**config.mk**
```make
export PLATFORM = sky130hd
export DESIGN_NAME = hsi_to_rgb_converter
export DESIGN_NICKNAME = d
export VERILOG_FILES = /design/src/hw/rtl/hsirgb_pkg.sv /design/src/hw/rtl/hsirgb_scale.sv /design/src/hw/rtl/hsi_to_rgb_converter.sv
export SDC_FILE = /design/constraint.sdc
export NUM_CORES = 2
export LEC_CHECK = 0
export BUFFER_PORTS_ARGS = -buffer_cell sky130_fd_sc_hd__buf_2
export CAP_MARGIN = 25
export CORE_MARGIN = 8
export CORE_UTILIZATION = 70
export DETAILED_ROUTE_END_ITERATION = 10
export MAX_ROUTING_LAYER = met4
export PLACE_DENSITY_LB_ADDON = 0.25
export SLEW_MARGIN = 40
export SYNTH_ARGS = -nofsm -noshare
export SYNTH_HDL_FRONTEND = slang
export SYNTH_SLANG_ARGS = --single-unit
```
**constraint.sdc**
```tcl
create_clock -name i_clk -period 15.6 [get_ports i_clk]
set_input_delay 1.56 -clock i_clk [delete_from_list [all_inputs] [get_ports i_clk]]
set_output_delay 1.56 -clock i_clk [all_outputs]
set_load 0.01 [all_outputs]
```
**src/hw/rtl/hsirgb_pkg.sv**
```systemverilog
// ----------------------------------------------------------------------------
// hsirgb_pkg
// Types, constants and the hue ratio table for the HSI to RGB converter.
// ----------------------------------------------------------------------------
package hsirgb_pkg;

    localparam int HUE_STEPS    = 360;
    localparam int SECTOR_STEPS = HUE_STEPS / 3;
    localparam int HALF_SECTOR  = SECTOR_STEPS / 2;

    localparam int HUE_W   = 9;
    localparam int CHAN_W  = 8;
    localparam int D_W     = $clog2(SECTOR_STEPS);
    localparam int FRAC_W  = 16;
    localparam int RATIO_W = 19;
    localparam int NUM_W   = 27;
    localparam int X_W     = 18;
    localparam int Q_W     = 9;

    localparam int CHAN_DIV  = 765;
    localparam int RCP_SHIFT = 28;
    localparam int RCP_W     = 19;
    localparam int RCP_MULT  = (1 << RCP_SHIFT) / CHAN_DIV;

    localparam logic [CHAN_W-1:0] CHAN_MAX = 8'hFF;

    localparam int     Q30_SHIFT = 30;
    localparam longint ONE_Q30   = 64'sd1073741824;
    localparam longint COS1_Q30  = 64'sd1073578288;
    localparam longint SIN1_Q30  = 64'sd18739379;

    typedef struct packed {
        logic [HUE_W-1:0]  hue;
        logic [CHAN_W-1:0] saturation;
        logic [CHAN_W-1:0] intensity;
    } t_hsi;

    typedef struct packed {
        logic [CHAN_W-1:0] red;
        logic [CHAN_W-1:0] green;
        logic [CHAN_W-1:0] blue;
    } t_rgb;

    typedef enum logic [1:0] {
        SECTOR_RG = 2'd0,
        SECTOR_GB = 2'd1,
        SECTOR_BR = 2'd2
    } t_sector;

    typedef logic signed [RATIO_W-1:0] t_ratio;
    typedef logic signed [NUM_W-1:0]   t_num;
    typedef logic [SECTOR_STEPS-1:0][RATIO_W-1:0] t_ratio_rom;

    typedef struct packed {
        logic load_mul;
        logic load_rcp;
        logic load_fix;
    } t_scale_ctl;

    // Q30 product back to Q30, rounded half away from zero
    function automatic longint q30_round(input longint a);
        longint half;
        half = ONE_Q30 >>> 1;
        if (a >= 0) begin
            return (a + half) >>> Q30_SHIFT;
        end
        return -((-a + half) >>> Q30_SHIFT);
    endfunction

    // cos(d)/cos(60-d) in Q16, cosine column built by one-degree rotations
    function automatic t_ratio_rom build_ratio_rom();
        longint     cosv [SECTOR_STEPS];
        longint     c;
        longint     s;
        longint     nc;
        longint     ns;
        longint     den;
        longint     mag;
        longint     quo;
        longint     rmd;
        int         off;
        logic       neg;
        t_ratio_rom rom;
        c   = ONE_Q30;
        s   = 0;
        rom = '0;
        for (int k = 0; k < SECTOR_STEPS; k++) begin
            cosv[k] = c;
            nc = q30_round(c * COS1_Q30 - s * SIN1_Q30);
            ns = q30_round(s * COS1_Q30 + c * SIN1_Q30);
            c  = nc;
            s  = ns;
        end
        for (int k = 0; k < SECTOR_STEPS; k++) begin
            off = (k > HALF_SECTOR) ? k - HALF_SECTOR : HALF_SECTOR - k;
            den = cosv[off];
            if (den <= 0) begin
                den = 1;
            end
            neg = (cosv[k] < 0);
            mag = ((neg ? -cosv[k] : cosv[k]) <<< FRAC_W) + (den >>> 1);
            quo = 0;
            rmd = 0;
            for (int b = 62; b >= 0; b--) begin
                rmd = (rmd <<< 1) | ((mag >>> b) & 64'sd1);
                quo = quo <<< 1;
                if (rmd >= den) begin
                    rmd = rmd - den;
                    quo = quo | 64'sd1;
                end
            end
            rom[k] = RATIO_W'(neg ? -quo : quo);
        end
        return rom;
    endfunction

    localparam t_ratio_rom RATIO_ROM = build_ratio_rom();

endpackage

```
**src/hw/rtl/hsirgb_scale.sv**
```systemverilog
// ----------------------------------------------------------------------------
// hsirgb_scale
// Scales one channel numerator by intensity and divides by 765 * 2^16.
// Three register stages: product, reciprocal quotient, corrected level.
// ----------------------------------------------------------------------------
module hsirgb_scale (
    input  logic                      i_clk,
    input  hsirgb_pkg::t_scale_ctl    i_ctl,
    input  logic [hsirgb_pkg::CHAN_W-1:0] i_intensity,
    input  hsirgb_pkg::t_num          i_num,
    output logic [hsirgb_pkg::CHAN_W-1:0] o_level
);
    import hsirgb_pkg::*;

    localparam int PROD_W = CHAN_W + NUM_W - 1;
    localparam int RP_W   = X_W + RCP_W;

    logic [PROD_W-1:0]  prod;
    logic [X_W-1:0]     n_x;
    logic [X_W-1:0]     r_x;
    logic [RP_W-1:0]    rcp_prod;
    logic [Q_W-1:0]     n_q;
    logic [Q_W-1:0]     r_q;
    logic [X_W-1:0]     r_x_q;
    logic [X_W-1:0]     rmd;
    logic [Q_W-1:0]     q_fix;
    logic [CHAN_W-1:0]  n_level;
    logic [CHAN_W-1:0]  r_level;

    always_comb begin
        if (i_num > 0) begin
            prod = PROD_W'(i_intensity) * PROD_W'(i_num[NUM_W-2:0]);
        end else begin
            prod = '0;
        end
        n_x = prod[FRAC_W +: X_W];
    end

    always_comb begin
        rcp_prod = RP_W'(r_x) * RP_W'(RCP_MULT);
        n_q      = rcp_prod[RCP_SHIFT +: Q_W];
    end

    // reciprocal quotient is low by at most one
    always_comb begin
        rmd   = r_x_q - X_W'(X_W'(r_q) * X_W'(CHAN_DIV));
        q_fix = r_q + Q_W'(rmd >= X_W'(CHAN_DIV));
        if (q_fix > Q_W'(CHAN_MAX)) begin
            n_level = CHAN_MAX;
        end else begin
            n_level = q_fix[CHAN_W-1:0];
        end
    end

    always_ff @(posedge i_clk) begin
        if (i_ctl.load_mul) begin
            r_x <= n_x;
        end
        if (i_ctl.load_rcp) begin
            r_q   <= n_q;
            r_x_q <= r_x;
        end
        if (i_ctl.load_fix) begin
            r_level <= n_level;
        end
    end

    assign o_level = r_level;

endmodule

```
**src/hw/rtl/hsi_to_rgb_converter.sv**
```systemverilog
// ----------------------------------------------------------------------------
// hsi_to_rgb_converter
// HSI to 8-bit RGB conversion, six register stages.
// Throughput: one transfer per cycle; each stage holds under backpressure.
// Reset: synchronous active low, clears all stage valid bits.
// ----------------------------------------------------------------------------
module hsi_to_rgb_converter (
    input  logic              i_clk,
    input  logic              i_rst_n,
    input  logic              i_in_valid,
    output logic              o_in_ready,
    input  hsirgb_pkg::t_hsi  i_in_data,
    output logic              o_out_valid,
    input  logic              i_out_ready,
    output hsirgb_pkg::t_rgb  o_out_data
);
    import hsirgb_pkg::*;

    localparam int STAGES  = 6;
    localparam int CH_LOW  = 0;
    localparam int CH_MID  = 1;
    localparam int CH_REST = 2;
    localparam int SW      = NUM_W + 1;

    localparam logic signed [SW-1:0] FULL_Q = $signed(SW'(CHAN_MAX) << FRAC_W);

    logic [STAGES:1]   ld;
    logic [STAGES:1]   r_valid;

    logic [HUE_W-1:0]  hue_mod;
    t_sector           n_s1_sector;
    logic [D_W-1:0]    n_s1_d;

    t_sector           r_s1_sector;
    logic [D_W-1:0]    r_s1_d;
    logic [CHAN_W-1:0] r_s1_sat;
    logic [CHAN_W-1:0] r_s1_inten;

    t_sector           r_s2_sector;
    t_ratio            r_s2_ratio;
    logic [CHAN_W-1:0] r_s2_sat;
    logic [CHAN_W-1:0] r_s2_inten;

    logic signed [SW-1:0] sr;
    logic signed [SW-1:0] sat_q;
    t_num              n_s3_num [3];
    t_num              r_s3_num [3];
    t_sector           r_s3_sector;
    logic              r_s3_zero;
    logic [CHAN_W-1:0] r_s3_inten;

    t_sector           r_s4_sector;
    logic              r_s4_zero;
    logic [CHAN_W-1:0] r_s4_inten;
    t_sector           r_s5_sector;
    logic              r_s5_zero;
    logic [CHAN_W-1:0] r_s5_inten;
    t_sector           r_s6_sector;
    logic              r_s6_zero;
    logic [CHAN_W-1:0] r_s6_inten;

    t_scale_ctl        scale_ctl;
    logic [CHAN_W-1:0] level [3];

    always_comb begin
        ld[STAGES] = !r_valid[STAGES] || i_out_ready;
        for (int k = STAGES - 1; k >= 1; k--) begin
            ld[k] = !r_valid[k] || ld[k+1];
        end
    end

    assign o_in_ready  = ld[1];
    assign o_out_valid = r_valid[STAGES];

    always_ff @(posedge i_clk) begin
        if (!i_rst_n) begin
            r_valid <= '0;
        end else begin
            if (ld[1]) begin
                r_valid[1] <= i_in_valid;
            end
            for (int k = 2; k <= STAGES; k++) begin
                if (ld[k]) begin
                    r_valid[k] <= r_valid[k-1];
                end
            end
        end
    end

    // stage 1: hue reduction and sector split
    always_comb begin
        if (i_in_data.hue >= HUE_W'(HUE_STEPS)) begin
            hue_mod = i_in_data.hue - HUE_W'(HUE_STEPS);
        end else begin
            hue_mod = i_in_data.hue;
        end
        if (hue_mod < HUE_W'(SECTOR_STEPS)) begin
            n_s1_sector = SECTOR_RG;
            n_s1_d      = D_W'(hue_mod);
        end else if (hue_mod < HUE_W'(2 * SECTOR_STEPS)) begin
            n_s1_sector = SECTOR_GB;
            n_s1_d      = D_W'(hue_mod - HUE_W'(SECTOR_STEPS));
        end else begin
            n_s1_sector = SECTOR_BR;
            n_s1_d      = D_W'(hue_mod - HUE_W'(2 * SECTOR_STEPS));
        end
    end

    // stage 3: channel numerators in Q16
    always_comb begin
        sr    = $signed({1'b0, r_s2_sat}) * r_s2_ratio;
        sat_q = $signed(SW'(r_s2_sat) << FRAC_W);
        n_s3_num[CH_LOW]  = NUM_W'(FULL_Q - sat_q);
        n_s3_num[CH_MID]  = NUM_W'(FULL_Q + sr);
        n_s3_num[CH_REST] = NUM_W'(FULL_Q + sat_q - sr);
    end

    always_ff @(posedge i_clk) begin
        if (ld[1]) begin
            r_s1_sector <= n_s1_sector;
            r_s1_d      <= n_s1_d;
            r_s1_sat    <= i_in_data.saturation;
            r_s1_inten  <= i_in_data.intensity;
        end
        if (ld[2]) begin
            r_s2_sector <= r_s1_sector;
            r_s2_ratio  <= $signed(RATIO_ROM[r_s1_d]);
            r_s2_sat    <= r_s1_sat;
            r_s2_inten  <= r_s1_inten;
        end
        if (ld[3]) begin
            r_s3_num    <= n_s3_num;
            r_s3_sector <= r_s2_sector;
            r_s3_zero   <= (r_s2_sat == '0);
            r_s3_inten  <= r_s2_inten;
        end
        if (ld[4]) begin
            r_s4_sector <= r_s3_sector;
            r_s4_zero   <= r_s3_zero;
            r_s4_inten  <= r_s3_inten;
        end
        if (ld[5]) begin
            r_s5_sector <= r_s4_sector;
            r_s5_zero   <= r_s4_zero;
            r_s5_inten  <= r_s4_inten;
        end
        if (ld[6]) begin
            r_s6_sector <= r_s5_sector;
            r_s6_zero   <= r_s5_zero;
            r_s6_inten  <= r_s5_inten;
        end
    end

    // stages 4 to 6: per-channel scale and divide
    assign scale_ctl = '{load_mul: ld[4], load_rcp: ld[5], load_fix: ld[6]};

    for (genvar ch = 0; ch < 3; ch++) begin : g_chan
        hsirgb_scale u_scale (
            .i_clk       (i_clk),
            .i_ctl       (scale_ctl),
            .i_intensity (r_s3_inten),
            .i_num       (r_s3_num[ch]),
            .o_level     (level[ch])
        );
    end

    always_comb begin
        if (r_s6_zero) begin
            o_out_data = '{red: r_s6_inten, green: r_s6_inten, blue: r_s6_inten};
        end else begin
            unique case (r_s6_sector)
                SECTOR_RG: o_out_data = '{red:   level[CH_MID],
                                          green: level[CH_REST],
                                          blue:  level[CH_LOW]};
                SECTOR_GB: o_out_data = '{red:   level[CH_LOW],
                                          green: level[CH_MID],
                                          blue:  level[CH_REST]};
                SECTOR_BR: o_out_data = '{red:   level[CH_REST],
                                          green: level[CH_LOW],
                                          blue:  level[CH_MID]};
                default:   o_out_data = '0;
            endcase
        end
    end

endmodule

```
==> results.json <==
{
  "status": "complete, no violations",
  "ant_nets": 0,
  "cts_num_sinks": 332,
  "skew_ns": 0.0332,
  "cts_tree": "yes",
  "worstSetupPathType": "flip-flop to flip-flop",
  "r2r_start": "g_chan[2].u_scale.r_q[1]$_DFFE_PP_",
  "drv_cap": 0,
  "areaGrowthSynthToFinish_pct": 4.59,
  "cp.required_ns": 15.92,
  "diodes": 0,
  "ys_ff_latch": 332,
  "grt_max_degree": 75,
  "critPathLaunchType": "flip-flop",
  "netlist_instances": 6055,
  "vias": 41000,
  "ys_types": 87,
  "dp_cells": 7052,
  "fin_nets": 7772,
  "syn-cell-area_um2": 58200,
  "initial_core_util_pct": 70.8,
  "clockRootBuffer": "clkbuf_16",
  "syn_nets": 7801,
  "portBuffers": 54,
  "cts.clk_slew.worst_paths_ns": 0.07,
  "slew_viol_final": 0,
  "grt_pass1_wl_um": 219000,
  "synth_edf_count": 326,
  "numCtsBuffers": 42,
  "grt_pass1_vias": 43700,
  "final.setup.tns_ns": 0,
  "crit_fanout": 8,
  "die_width_um": 304,
  "layout.cells.non_filler": 7127,
  "gp_congestion": 0.960,
  "cts_hold_buf": 0,
  "rsz0062_at_grt": "false",
  "hold_class": "flip-flop to flip-flop",
  "finalHoldViolCount": 0,
  "min-delay-start": "r_s2_inten[7]$_DFFE_PP_",
  "clk_latency_ns": 0.59,
  "initialDrtViolationCount": 3138,
  "ioPinCount": 55,
  "ys_seq_area_share_pct": 17.0,
  "cts_setup_buffers": 0,
  "die_h_um": 304,
  "slew_headroom_pct": 41.8,
  "wl_um": 131000,
  "tightest_slew_ns": 0.873,
  "place_hpwl_um": 106000,
  "final_core_util_pct": 74.0,
  "wl_per_cell_um": 18.4,
  "grt_antenna_before_repair": 3,
  "period_share_pct": 45.7,
  "clock_path_buffers": 3,
  "cts-htree-levels": 2,
  "yosysTopAreaCellShare_pct": 30.2,
  "synthArstFlopShare_pct": 0,
  "critPathArrivalTime_ns": 7.45,
  "final-setup-viol-count": 0,
  "yosys-top-cells-area": "fa_1 (30%), ha_1 (18%), edfxtp_1 (17%)",
  "core-area_um2": 82200,
  "grt.total_usage_pct": 29.6,
  "synth_ff_type": "edfxtp_1",
  "startpoint": "g_chan[2].u_scale.r_q[1]$_DFFE_PP_",
  "fillers": 5784,
  "fmax_mhz": 140,
  "firstDrtPassIters": 6,
  "die_area_um2": 92600,
  "syn_avg_cell_area_um2": 9.61,
  "ctsResizeCount": 0,
  "ys_warn_count": 0,
  "drive_gt1_share_pct": 3.37,
  "yosys.area.top_type": "fa_1",
  "min_period_ns": 7.14,
  "end_kind": "flip-flop",
  "via_per_inst": 5.75,
  "route.detailed.drc": 0,
  "fp-row-count": 105,
  "grt-ovfl-total": 0
}
==> path summary, 6_finish.rpt <==
check | end | depth (start not counted) | slack [ns]
worst max register to register | g_chan[2].u_scale.o_level[3]$_SDFFCE_PN1P_ | 24 | 8.46
worst min register to register | r_s3_inten[7]$_DFFE_PP_ | 0 | 0.42
worst max-delay path | g_chan[2].u_scale.o_level[3]$_SDFFCE_PN1P_ | 24 | 8.46
worst min-delay path | r_s3_inten[7]$_DFFE_PP_ | 0 | 0.42
==> state kept, by name, summed over array words and instances (netlist names), 19 cells and up <==
| name | cells |
|---|---|
| r_s2_ratio | 19 |
| g_chan.u_scale.r_x_q | 54 |
| g_chan.u_scale.r_q | 27 |
| g_chan.u_scale.r_x | 54 |
| r_s3_num | 61 |
| g_chan.u_scale.o_level | 24 |
==> cells in the final DEF, fill, tap and decap left out, types with 16 or more instances in the layout <==
cell       synthesis  routed
buf_2              4      54
o21ai_1           21      22
inv_1           1431    1429
nor2_1           230     229
clkbuf_16          0      42
nand4_1           19      19
a21oi_1          205     205
nor4_1            23      23
nand2_1          437     435
buf_4              0      28
a211oi_1          59      59
nor3_1            63      63
nand3_1           62      61
o211ai_1          23      23
a21o_1            62      62
xor2_1            65      65
nand2b_1          56      56
o21a_1            33      33
ha_1             838     838
and2_1           397     397
and3_1            22      22
o22ai_1           16      16
o21ai_0          131     130
nor2b_1           69      69
a31oi_1           25      25
xnor2_1          157     157
edfxtp_1         326     326
fa_1             879     879
==> through the flow <==
stage / hold slack, ns / setup slack [ns] / area [um2]
3_5_place_dp: 0.405 / 8.50 / 59500
4_1_cts: 0.417 / 8.49 / 60900
5_1_grt: 0.421 / 7.90 / 60900
3_3_place_gp: 0.401 / 8.66 / 59400
2_1_floorplan: 0.400 / 8.88 / 58200
6_report: 0.419 / 8.46 / 60900
==> worst max-delay path: stages (launching register included) <==
cell	delay (ns)
edfxtp_1	0.57
fa_1	0.68
inv_1	0.09
fa_1	0.51
fa_1	0.50
fa_1	0.49
inv_1	0.05
fa_1	0.47
inv_1	0.04
ha_1	0.29
o21ai_1	0.11
a31oi_1	0.08
o21ai_1	0.26
o21ai_1	0.16
o21ai_1	0.29
a21oi_1	0.12
or4_1	0.41
o311a_1	0.14
or4_1	0.43
ha_1	0.25
ha_1	0.21
and3_1	0.18
nand3_1	0.10
xnor2_1	0.28
nand2_1	0.13
==> layer usage <==
metal	vias up	track usage [%]	share of wire, %
met5	-	-	0
met4	0	9.20	3.4
met3	264	3.02	5.8
met2	1363	50.7	49
met1	20200	37.3	41
li1	19200	-	-
==> cells in the mapped netlist (19+ instances only) <==
library cell / number
inv_1: 1431
fa_1: 879
ha_1: 838
nand2_1: 437
and2_1: 397
edfxtp_1: 326
nor2_1: 230
a21oi_1: 205
xnor2_1: 157
clkbuf_1: 140
o21ai_0: 131
nor2b_1: 69
xor2_1: 65
nor3_1: 63
a21o_1: 62
nand3_1: 62
a211oi_1: 59
nand2b_1: 56
o21a_1: 33
a31oi_1: 25
nor4_1: 23
o211ai_1: 23
and3_1: 22
o21ai_1: 21
nand4_1: 19
==> cell families after synthesis <==
kind of cell | synth area share, %
AO/OA/AOI/OAI | 8.06
buffers and inverters | 10.3
adder cells (fa/ha/maj) | 48.3
AND/OR/NAND/NOR | 12.6
XOR/XNOR | 3.37
flip-flops | 17.0
multiplexers | 0.417
==> final cells by class <==
type,instances,area (um2),area share [%]
tap,1070,1340,2.20
timing repair buffer,87,537,0.882
sequential,332,9910,16.3
clock buffer,43,1050,1.73
multi-input combinational,4131,42300,69.5
inverter,1432,5380,8.83
clock inverter,32,323,0.530
Power is left out: the tool's default activity adds up to more than one toggle a clock period on the data nets, which glitch-free logic cannot reach.
